### config.mk
export PLATFORM = sky130hd
export DESIGN_NAME = sorted_merge_bag_union
export DESIGN_NICKNAME = d
export VERILOG_FILES = /design/src/rtl/smbu_pkg.sv /design/src/rtl/smbu_front.sv /design/src/rtl/smbu_back.sv /design/src/rtl/sorted_merge_bag_union.sv
export SDC_FILE = /design/constraint.sdc
export NUM_CORES = 1
export LEC_CHECK = 0
export BUFFER_PORTS_ARGS = -buffer_cell sky130_fd_sc_hd__buf_4
export CAP_MARGIN = 30
export CORE_MARGIN = 5
export CORE_UTILIZATION = 61
export CTS_CLUSTER_SIZE = 30
export DETAILED_ROUTE_END_ITERATION = 8
export PLACE_DENSITY = 0.8
export SKIP_CTS_REPAIR_TIMING = 1
export SLEW_MARGIN = 20
export SYNTH_ARGS = -nofsm -noshare
export SYNTH_HDL_FRONTEND = slang
export SYNTH_SLANG_ARGS = --single-unit
### constraint.sdc
create_clock -name clk -period 9.9 [get_ports clk]
set_input_delay 1.98 -clock clk [delete_from_list [all_inputs] [get_ports clk]]
set_output_delay 1.98 -clock clk [all_outputs]
set_load 0.01 [all_outputs]
### src/rtl/smbu_pkg.sv
// shared types, codes and helpers for the sorted merge bag union
`default_nettype none
package smbu_pkg;

	localparam int KEY_BYTES   = 8;
	localparam int KEY_BITS    = KEY_BYTES * 8;
	localparam int COUNT_BITS  = 32;
	localparam int KEY_W       = 64;
	localparam int GCOUNT_W    = 32;
	localparam int QDEPTH      = 2;
	localparam int QPTR_W      = $clog2(QDEPTH);
	localparam int QCNT_W      = $clog2(QDEPTH + 1);

	typedef logic [KEY_BITS-1:0]   hkey_t;
	typedef logic [COUNT_BITS-1:0] count_t;
	typedef logic [QPTR_W-1:0]     qptr_t;
	typedef logic [QCNT_W-1:0]     qcnt_t;

	typedef enum logic [1:0] {
		OP_KEY1 = 2'd0,
		OP_KEY2 = 2'd1,
		OP_END1 = 2'd2,
		OP_END2 = 2'd3
	} op_t;

	typedef enum logic [1:0] {
		NEED_FIRST  = 2'd0,
		NEED_SECOND = 2'd1,
		NEED_NONE   = 2'd2
	} need_t;

	// what the front hands to the back for one request
	typedef struct packed {
		logic  err;
		logic  take;
		hkey_t key;
		logic  done;
		need_t need;
	} cmd_t;

	typedef struct packed {
		logic         group_valid;
		logic [KEY_W-1:0]    group_key;
		logic [GCOUNT_W-1:0] group_count;
		need_t        need;
		logic         done;
		logic         error;
	} res_t;

	function automatic need_t next_need(input logic f_full, input logic f_end,
			input logic s_full, input logic s_end);
		need_t n;
		if (f_end && s_end)
			n = NEED_NONE;
		else if (!f_full && !f_end)
			n = NEED_FIRST;
		else if (!s_full && !s_end)
			n = NEED_SECOND;
		else
			n = NEED_NONE;
		return n;
	endfunction

endpackage
`default_nettype wire

### src/rtl/smbu_front.sv
// front: holds the two stream heads, checks requests, picks the head to take
`default_nettype none
module smbu_front (
	input  wire logic            clk,
	input  wire logic            arst_n,
	input  wire logic            push,
	output logic                 full,
	input  wire logic [1:0]      op,
	input  wire logic [63:0]     key,
	output logic                 cmd_valid,
	output smbu_pkg::cmd_t       cmd,
	input  wire logic            cmd_pop
);
	import smbu_pkg::*;

	logic  f_full_q, f_end_q, s_full_q, s_end_q;
	hkey_t f_key_q, s_key_q;

	cmd_t  cmd_mem_q [QDEPTH];
	qptr_t wr_ptr_q, rd_ptr_q;
	qcnt_t cnt_q;

	logic  accept, to_second, is_end, err;
	logic  a_f_full, a_s_full, a_f_end, a_s_end;
	logic  n_f_full, n_s_full;
	hkey_t in_key, a_f_key, a_s_key;
	logic  take, take_first;
	cmd_t  new_cmd;

	assign full   = (cnt_q == qcnt_t'(QDEPTH));
	assign accept = push && !full;
	assign in_key = hkey_t'(key);

	always_comb begin
		to_second = op inside {OP_KEY2, OP_END2};
		is_end    = op inside {OP_END1, OP_END2};
		err       = to_second ? (s_full_q || s_end_q) : (f_full_q || f_end_q);

		// state with the request applied
		a_f_full = f_full_q || (!is_end && !to_second);
		a_s_full = s_full_q || (!is_end && to_second);
		a_f_end  = f_end_q || (is_end && !to_second);
		a_s_end  = s_end_q || (is_end && to_second);
		a_f_key  = (!is_end && !to_second) ? in_key : f_key_q;
		a_s_key  = (!is_end && to_second) ? in_key : s_key_q;

		take       = (a_f_full || a_f_end) && (a_s_full || a_s_end) && (a_f_full || a_s_full);
		take_first = a_f_full && (!a_s_full || a_f_key <= a_s_key);
		n_f_full   = a_f_full && !(take && take_first);
		n_s_full   = a_s_full && !(take && !take_first);

		new_cmd      = '0;
		new_cmd.err  = err;
		if (err) begin
			new_cmd.need = next_need(f_full_q, f_end_q, s_full_q, s_end_q);
		end else begin
			new_cmd.take = take;
			new_cmd.key  = take_first ? a_f_key : a_s_key;
			new_cmd.done = is_end && a_f_end && a_s_end;
			new_cmd.need = next_need(n_f_full, a_f_end, n_s_full, a_s_end);
		end
	end

	always_ff @(posedge clk or negedge arst_n) begin
		if (!arst_n) begin
			f_full_q <= 1'b0;
			f_end_q  <= 1'b0;
			s_full_q <= 1'b0;
			s_end_q  <= 1'b0;
		end else if (accept && !err) begin
			f_full_q <= n_f_full;
			f_end_q  <= a_f_end;
			s_full_q <= n_s_full;
			s_end_q  <= a_s_end;
		end
	end

	always_ff @(posedge clk) begin
		if (accept && !err) begin
			f_key_q <= a_f_key;
			s_key_q <= a_s_key;
		end
	end

	// request queue toward the back
	always_ff @(posedge clk) begin
		if (accept)
			cmd_mem_q[wr_ptr_q] <= new_cmd;
	end

	always_ff @(posedge clk or negedge arst_n) begin
		if (!arst_n) begin
			wr_ptr_q <= '0;
			rd_ptr_q <= '0;
			cnt_q    <= '0;
		end else begin
			if (accept)
				wr_ptr_q <= wr_ptr_q + qptr_t'(1);
			if (cmd_pop)
				rd_ptr_q <= rd_ptr_q + qptr_t'(1);
			if (accept && !cmd_pop)
				cnt_q <= cnt_q + qcnt_t'(1);
			else if (!accept && cmd_pop)
				cnt_q <= cnt_q - qcnt_t'(1);
		end
	end

	assign cmd_valid = (cnt_q != '0);
	assign cmd       = cmd_mem_q[rd_ptr_q];

endmodule
`default_nettype wire

### src/rtl/smbu_back.sv
// back: folds taken keys into the open group and buffers finished results
`default_nettype none
module smbu_back (
	input  wire logic            clk,
	input  wire logic            arst_n,
	input  wire logic            cmd_valid,
	input  wire smbu_pkg::cmd_t  cmd,
	output logic                 cmd_pop,
	output logic                 res_valid,
	output smbu_pkg::res_t       res,
	input  wire logic            res_pop
);
	import smbu_pkg::*;

	hkey_t  open_key_q;
	count_t open_cnt_q;
	logic   open_q;

	res_t   res_mem_q [QDEPTH];
	qptr_t  wr_ptr_q, rd_ptr_q;
	qcnt_t  cnt_q;

	logic   room, n_open, emit;
	hkey_t  n_key, e_key;
	count_t n_cnt, e_cnt;
	res_t   new_res;

	assign room    = (cnt_q != qcnt_t'(QDEPTH)) || res_pop;
	assign cmd_pop = cmd_valid && room;

	always_comb begin
		n_open = open_q;
		n_key  = open_key_q;
		n_cnt  = open_cnt_q;
		emit   = 1'b0;
		e_key  = '0;
		e_cnt  = '0;
		if (!cmd.err && cmd.take) begin
			if (open_q && cmd.key == open_key_q) begin
				if (open_cnt_q != '1)
					n_cnt = open_cnt_q + count_t'(1);
			end else begin
				emit   = open_q;
				e_key  = open_key_q;
				e_cnt  = open_cnt_q;
				n_key  = cmd.key;
				n_cnt  = count_t'(1);
				n_open = 1'b1;
			end
		end
		// finishing flushes whatever group is open now, replacing any earlier pick
		if (!cmd.err && cmd.done && n_open) begin
			emit   = 1'b1;
			e_key  = n_key;
			e_cnt  = n_cnt;
			n_open = 1'b0;
			n_cnt  = '0;
		end

		new_res             = '0;
		new_res.need        = cmd.need;
		new_res.error       = cmd.err;
		new_res.done        = !cmd.err && cmd.done;
		new_res.group_valid = emit;
		new_res.group_key   = emit ? KEY_W'(e_key) : '0;
		new_res.group_count = emit ? GCOUNT_W'(e_cnt) : '0;
	end

	always_ff @(posedge clk or negedge arst_n) begin
		if (!arst_n) begin
			open_q     <= 1'b0;
			open_cnt_q <= '0;
		end else if (cmd_pop) begin
			open_q     <= n_open;
			open_cnt_q <= n_cnt;
		end
	end

	always_ff @(posedge clk) begin
		if (cmd_pop)
			open_key_q <= n_key;
	end

	always_ff @(posedge clk) begin
		if (cmd_pop)
			res_mem_q[wr_ptr_q] <= new_res;
	end

	always_ff @(posedge clk or negedge arst_n) begin
		if (!arst_n) begin
			wr_ptr_q <= '0;
			rd_ptr_q <= '0;
			cnt_q    <= '0;
		end else begin
			if (cmd_pop)
				wr_ptr_q <= wr_ptr_q + qptr_t'(1);
			if (res_pop)
				rd_ptr_q <= rd_ptr_q + qptr_t'(1);
			if (cmd_pop && !res_pop)
				cnt_q <= cnt_q + qcnt_t'(1);
			else if (!cmd_pop && res_pop)
				cnt_q <= cnt_q - qcnt_t'(1);
		end
	end

	assign res_valid = (cnt_q != '0);
	assign res       = res_mem_q[rd_ptr_q];

endmodule
`default_nettype wire

### src/rtl/sorted_merge_bag_union.sv
// top level of the sorted merge bag union
//
// channel   | handshake          | payload
// ----------+--------------------+-----------------------------------------------
// input     | push / full        | op, key
// result    | empty / pop        | group_valid, group_key, group_count,
//           |                    | need_stream, done_res, error
//
// one request per cycle while neither queue stalls; a taken request waits in the
// request queue, and its result shows once the back moves it to the result queue
// the per-request work is one 64-bit head compare in the front and one key
// compare plus a saturating count add in the back
// both sides hold two entries each, so input and result stalls are absorbed separately
// reset clears the stream flags, the open group and both queues; stored keys are not cleared
`default_nettype none
module sorted_merge_bag_union (
	input  wire logic        clk,
	input  wire logic        arst_n,
	input  wire logic        push,
	output logic             full,
	input  wire logic [1:0]  op,
	input  wire logic [63:0] key,
	output logic             empty,
	input  wire logic        pop,
	output logic             group_valid,
	output logic [63:0]      group_key,
	output logic [31:0]      group_count,
	output logic [1:0]       need_stream,
	output logic             done_res,
	output logic             error
);
	import smbu_pkg::*;

	logic cmd_valid, cmd_pop, res_valid, res_pop;
	cmd_t cmd;
	res_t res;

	smbu_front u_front (
		.clk       (clk),
		.arst_n    (arst_n),
		.push      (push),
		.full      (full),
		.op        (op),
		.key       (key),
		.cmd_valid (cmd_valid),
		.cmd       (cmd),
		.cmd_pop   (cmd_pop)
	);

	smbu_back u_back (
		.clk       (clk),
		.arst_n    (arst_n),
		.cmd_valid (cmd_valid),
		.cmd       (cmd),
		.cmd_pop   (cmd_pop),
		.res_valid (res_valid),
		.res       (res),
		.res_pop   (res_pop)
	);

	assign empty       = !res_valid;
	assign res_pop     = pop && res_valid;
	assign group_valid = res.group_valid;
	assign group_key   = res.group_key;
	assign group_count = res.group_count;
	assign need_stream = res.need;
	assign done_res    = res.done;
	assign error       = res.error;

endmodule
`default_nettype wire

### Yosys cells after proc, flatten, opt, wreduce, memory -nomap -nowiden

Memories as Yosys holds them, arrays and structs flattened.
Index checks and enable logic that the tools add are counted.

* bits in registers: 237
* bits in writable memories: 340
* input port bits: 70
* word-level logic and storage cells: 143
* memories: 2

* add/subtract/negate cells: 9
* magnitude comparators: 1
* equal/unequal tests: 7
* muxes and demuxes: 40
* reduce and logical (&&, ||, !) cells: 69

Memories
* u_back.res_mem_q: words 2, width 101, read ports 1, clocked after memory_dff 0, wr ports 1, line smbu_back.sv:19 `res_t res_mem_q [QDEPTH];`
* u_front.cmd_mem_q: words 2, width 69, read ports 1, clocked after memory_dff 0, wr ports 1, line smbu_front.sv:19 `cmd_t cmd_mem_q [QDEPTH];`

Operators with widths (count)
* 64-bit two-way mux: 9
* 32-bit two-way mux: 8
* 66-bit two-way mux: 1
* 64-bit == test: 1
* 64-bit <= comparator: 1
* 32-bit by 1-bit adder with 32-bit output, second input constant: 1
* 32-bit inequality test, second input constant: 1
* 1-bit logical AND: 31
* 2-bit two-way mux: 11
* 1-bit zero test: 21
* 2-bit nonzero test: 6
* 1-bit logical OR: 11
* 1-bit two-way mux: 11
* 2-bit == test, second input constant: 3
* 1-bit adder, second input constant: 4
* 2-bit by 1-bit adder with 2-bit output, second input constant: 2
* 2-bit by 1-bit subtractor with 2-bit output, second input constant: 2
* 2-bit by 1-bit == test with 1-bit output, second input constant: 1
* 2-bit inequality test, second input constant: 1

### Depth between registers and ports, before layout

* depth after elaboration: 18
* gate-level depth with buffers: 18
* depth with buffers taken out: 13

### Modules after synthesis

Synthesis repeated with hierarchy kept, for this count alone.

* cell total of the unflattened synthesis: 1981
* area, all modules: 28011.9 um^2

By module, submodules not included
* smbu_back: times used 1, cells each 1027, area each 14306.2 um^2
* smbu_front: times used 1, cells each 952, area each 13695.6 um^2
* sorted_merge_bag_union: times used 1, cells each 2, area each 10.0 um^2

### Worst setup path before layout

No wires, ideal clock.

* path kind: in2reg
* start point: in op[0]
* end point: reg u_front.f_full_q
* library setup time: 98 ps
* data arrival time: 8866 ps
* setup slack: 936 ps
* stages on the path: 6
* path buffers: 2
* cell sequence: clkbuf_1 > clkbuf_1 > a21oi_1 > nor2_1 > a21oi_1 > a21oi_1

* word-level cells in the longest chain between the ends: 11
* elaborated cells between the ends (all ways): 32
* classes of those cells: order compare (1); eq/ne (3); mux (3); reduce/logical (25)

RTL lines
* start, declared: line sorted_merge_bag_union.sv:21 `input wire logic [1:0] op,`
* 2-bit == test, or another cell as far along: line smbu_front.sv:36 `is_end = op inside {OP_END1, OP_END2};`
* 2-bit nonzero test (on tied branches): line smbu_front.sv:36, smbu_front.sv:35
* 1-bit zero test (on tied branches)
* 1-bit logical AND (on tied branches)
* 64-bit two-way mux, or another cell as far along: line smbu_front.sv:44 `a_f_key = (!is_end && !to_second) ? in_key : f_key_q;`
* 64-bit <= comparator, or another cell as far along: line smbu_front.sv:48 `take_first = a_f_full && (!a_s_full || a_f_key <= a_s_key);`
* 1-bit logical OR / 1-bit logical AND (equally long branches): line smbu_front.sv:48, smbu_front.sv:47
* 1-bit logical AND (on tied branches): line smbu_front.sv:48, smbu_front.sv:47
* 1-bit logical AND: line smbu_front.sv:49 `n_f_full = a_f_full && !(take && take_first);`
* 1-bit zero test: line smbu_front.sv:49
* 1-bit logical AND: line smbu_front.sv:49
* end signal, assigned: line smbu_front.sv:71 `f_full_q <= n_f_full;`
* end, declared: line smbu_front.sv:16 `logic f_full_q, f_end_q, s_full_q, s_end_q;`

Parallel ways exist; a longest one is shown, timed or not.
A chain may end at the register's enable or synchronous reset.

==> impl_metrics.json <==
{
  "status": "completed",
  "fin_ws_ns": 3.16,
  "routedWlPerCell_microns": 22.7,
  "synthToLayoutAreaGrowth_pct": 13.4,
  "clk_pin_slew_ns": 0.06,
  "num_rows": 78,
  "synth_area_sq_um": 27600,
  "cts_max_path_buffers": 3,
  "postSynthCellCount": 2068,
  "antenna_found_initial": 0,
  "whs_ns": 0.539,
  "vias": 17900,
  "cp_top_family": "compound AO/OA/AOI/OAI gates",
  "grt.total_usage": 0.252,
  "power.density_nw_per_um2": 314,
  "power.total_mw": 9.82,
  "grt_pass1_wl_microns": 98800,
  "worst_path_most_repeated_cell": "buf_4",
  "ys_warn_count": 0,
  "startpoint_type": "input pin",
  "initial_core_util": 0.613,
  "cts.sinks": 577,
  "fin_crit_sh": 0.681,
  "ys_seq_area_frac": 0.619,
  "ys_ff_latch": 577,
  "fmax_mhz": 148,
  "multiInputGateArea_sq_um": 9760,
  "final_cells": 2845,
  "fp.coreArea_sq_um": 45100,
  "routed_wl_microns": 64500,
  "dieWidth_microns": 223,
  "final-seq-area_sq_um": 17100,
  "ant_nets": 0,
  "max_stage_delay_ns": 0.67,
  "post-route-util": 0.694,
  "hpwl_microns": 42800,
  "cts_tree": "done",
  "path_max_fanout": 69,
  "die_h_microns": 223,
  "antenna_cells": 0,
  "syn_area_per_cell_sq_um": 13.4,
  "synth_cell_types": 67,
  "crit_chain": "buf_4 -> nor2b_4 -> buf_12 -> mux2i_1 -> ha_1 -> nand4_1 -> or4_1 -> a311oi_1 -> a2111o_1 -> a31o_2 -> a211o_4 -> buf_4 -> nor2_1 -> a211oi_1",
  "root_buffer": "clkbuf_16",
  "post-route-drc-count": 0,
  "p_leak_nw": 11.5,
  "dp_cells": 2740,
  "io_pins": 173,
  "grt_max_degree": 133,
  "cts_buffers": 56,
  "syn-num-nets": 2203,
  "grt_setup_unrepaired": "no",
  "slew_headroom": 0.349,
  "worstSkewPairLatency_ns": 0.61,
  "yosys-top-cells-area": "edfxtp_1 58%, mux2_2 6.8%, mux2i_1 4.9%, dfrtp_1 4.1%, ha_1 2.9%",
  "drive_gt1_frac": 0.215,
  "finalMaxSlewViolations": 0,
  "place_area_sq_um": 29500,
  "hold_path_class": "reg -> reg",
  "nets": 2336,
  "drt_pass1_iterations": 5,
  "worst_slew_pin_slew_ns": 0.977,
  "critPathSlowestCell": "buf_4",
  "synth-main-ff-cell": "edfxtp_1",
  "fill_cells": 3064,
  "synth_edf_count": 532,
  "clock_skew_ns": 0.0245,
  "avgViaCountPerCell": 6.30,
  "pre_cts_ws_ns": 2.77,
  "dr.first_iter.drc_count": 2001,
  "hold_viol": 0,
  "portBuffers": 172,
  "crit_type": "in -> reg",
  "synth-async-reset-ratio": 0.0780,
  "irDropWorstVdd_mv": 0.231,
  "gp_congestion": 0.894,
  "htree_levels": 2,
  "cp_data_arrival_time_ns": 7.12,
  "grt_pass1_vias": 17200,
  "crit_buf_inv": 3,
  "post-route-min-period_ns": 6.74,
  "required_ns": 10.27,
  "maxCapViolations": 0,
  "endpoint_kind": "flop",
  "setup_tns_ns": 0,
  "setup_viol": 0,
  "yosysTopAreaCell": "edfxtp_1",
  "grt-ovfl-total": 0,
  "dieArea_sq_um": 49600,
  "synth.top_cell.area_share": 0.578,
  "finalInstanceArea_sq_um": 31300
}
[layout by cell type, fill, tap and decap left out, types with 18 or more instances in the layout]
| cell | instances |
|---|---|
| a211oi_1 | 66 |
| a21oi_1 | 47 |
| a31oi_1 | 27 |
| buf_4 | 195 |
| clkbuf_16 | 57 |
| dfrtp_1 | 43 |
| edfxtp_1 | 532 |
| ha_1 | 65 |
| inv_1 | 85 |
| mux2_2 | 167 |
| mux2i_1 | 134 |
| nand2_1 | 130 |
| nand3_1 | 49 |
| nand4_1 | 36 |
| nor2_1 | 100 |
| nor4_1 | 18 |
| o21ai_0 | 93 |
| o2bb2ai_1 | 65 |
| o31ai_1 | 20 |
| or4_1 | 18 |
| xnor2_1 | 75 |
[synthesized netlist by cell type (all sizes together) (48+ instances only)]
library cell and count:
o21ai 106, nand3 49, inv 86, nor2 105
a21oi 48, o2bb2ai 65, a211oi 66, edfxtp 532
mux2i 144, mux2 167, clkbuf 91, nand2 132
ha 65, xnor2 75
[registers in the layout (all words and copies together), names as in the netlist, 2 cells and up]
signal,count
u_front.f_key_q,64
u_back.open_key_q,64
u_front.cnt_q,2
u_back.cnt_q,2
u_front.s_key_q,64
u_back.open_cnt_q,32
u_front.cmd_mem_q,138
u_back.res_mem_q,202
[cell families (layout without fill, tap and decap cells)]
group	count (synthesis)	count (layout)	synth area share
flops	577	577	0.619
simple gates	427	427	0.0751
compound gates	398	398	0.0981
mux	311	311	0.122
buf+inv	212	389	0.0318
xor+xnor	78	78	0.0247
fa+ha+maj	65	65	0.0294
[layout make-up]
class                      instances  share of cell area
clock buffer                      76              0.0485
multi-input combinational       1279               0.312
timing repair buffer             201              0.0502
tap                              600              0.0240
clock inverter                    26             0.00875
inverter                          86              0.0103
sequential                       577               0.546
[path summary, 6_finish.rpt]
path                       slack (ns)                               from  depth (start not counted)                                  to
setup / recovery                 3.16                              op[0]                         14  u_front.cmd_mem_q[0][23]$_DFFE_PP_
hold / removal                   0.54  u_back.open_cnt_q[28]$_DFFE_PN0P_                          1   u_back.open_cnt_q[28]$_DFFE_PN0P_
setup reg to reg                 3.31       u_front.rd_ptr_q$_DFFE_PN0P_                         10     u_back.open_key_q[28]$_DFFE_PP_
hold reg to reg                  0.54  u_back.open_cnt_q[28]$_DFFE_PN0P_                          1   u_back.open_cnt_q[28]$_DFFE_PN0P_
max in group asynchronous        7.98                             arst_n                          1        u_front.rd_ptr_q$_DFFE_PN0P_
min in group asynchronous        1.41                             arst_n                          1        u_front.cnt_q[0]$_DFFE_PN0P_
[report_power, final]
| group | total [mW] | internal (mW) | switching [mW] |
|---|---|---|---|
| clock network | 2.10 | 1.22 | 0.880 |
| logic | 3.50 | 1.37 | 2.13 |
| registers | 4.21 | 3.82 | 0.399 |
| total | 9.82 | 6.41 | 3.41 |
[metal layers]
metal	global-route usage	up-vias	part of all wire
li1	-	8200	-
met1	0.374	8795	0.43
met2	0.384	830	0.45
met3	0.0523	106	0.088
met4	0.0676	0	0.027
met5	0	-	0
Note: power is estimated with default switching activity, not from simulation.
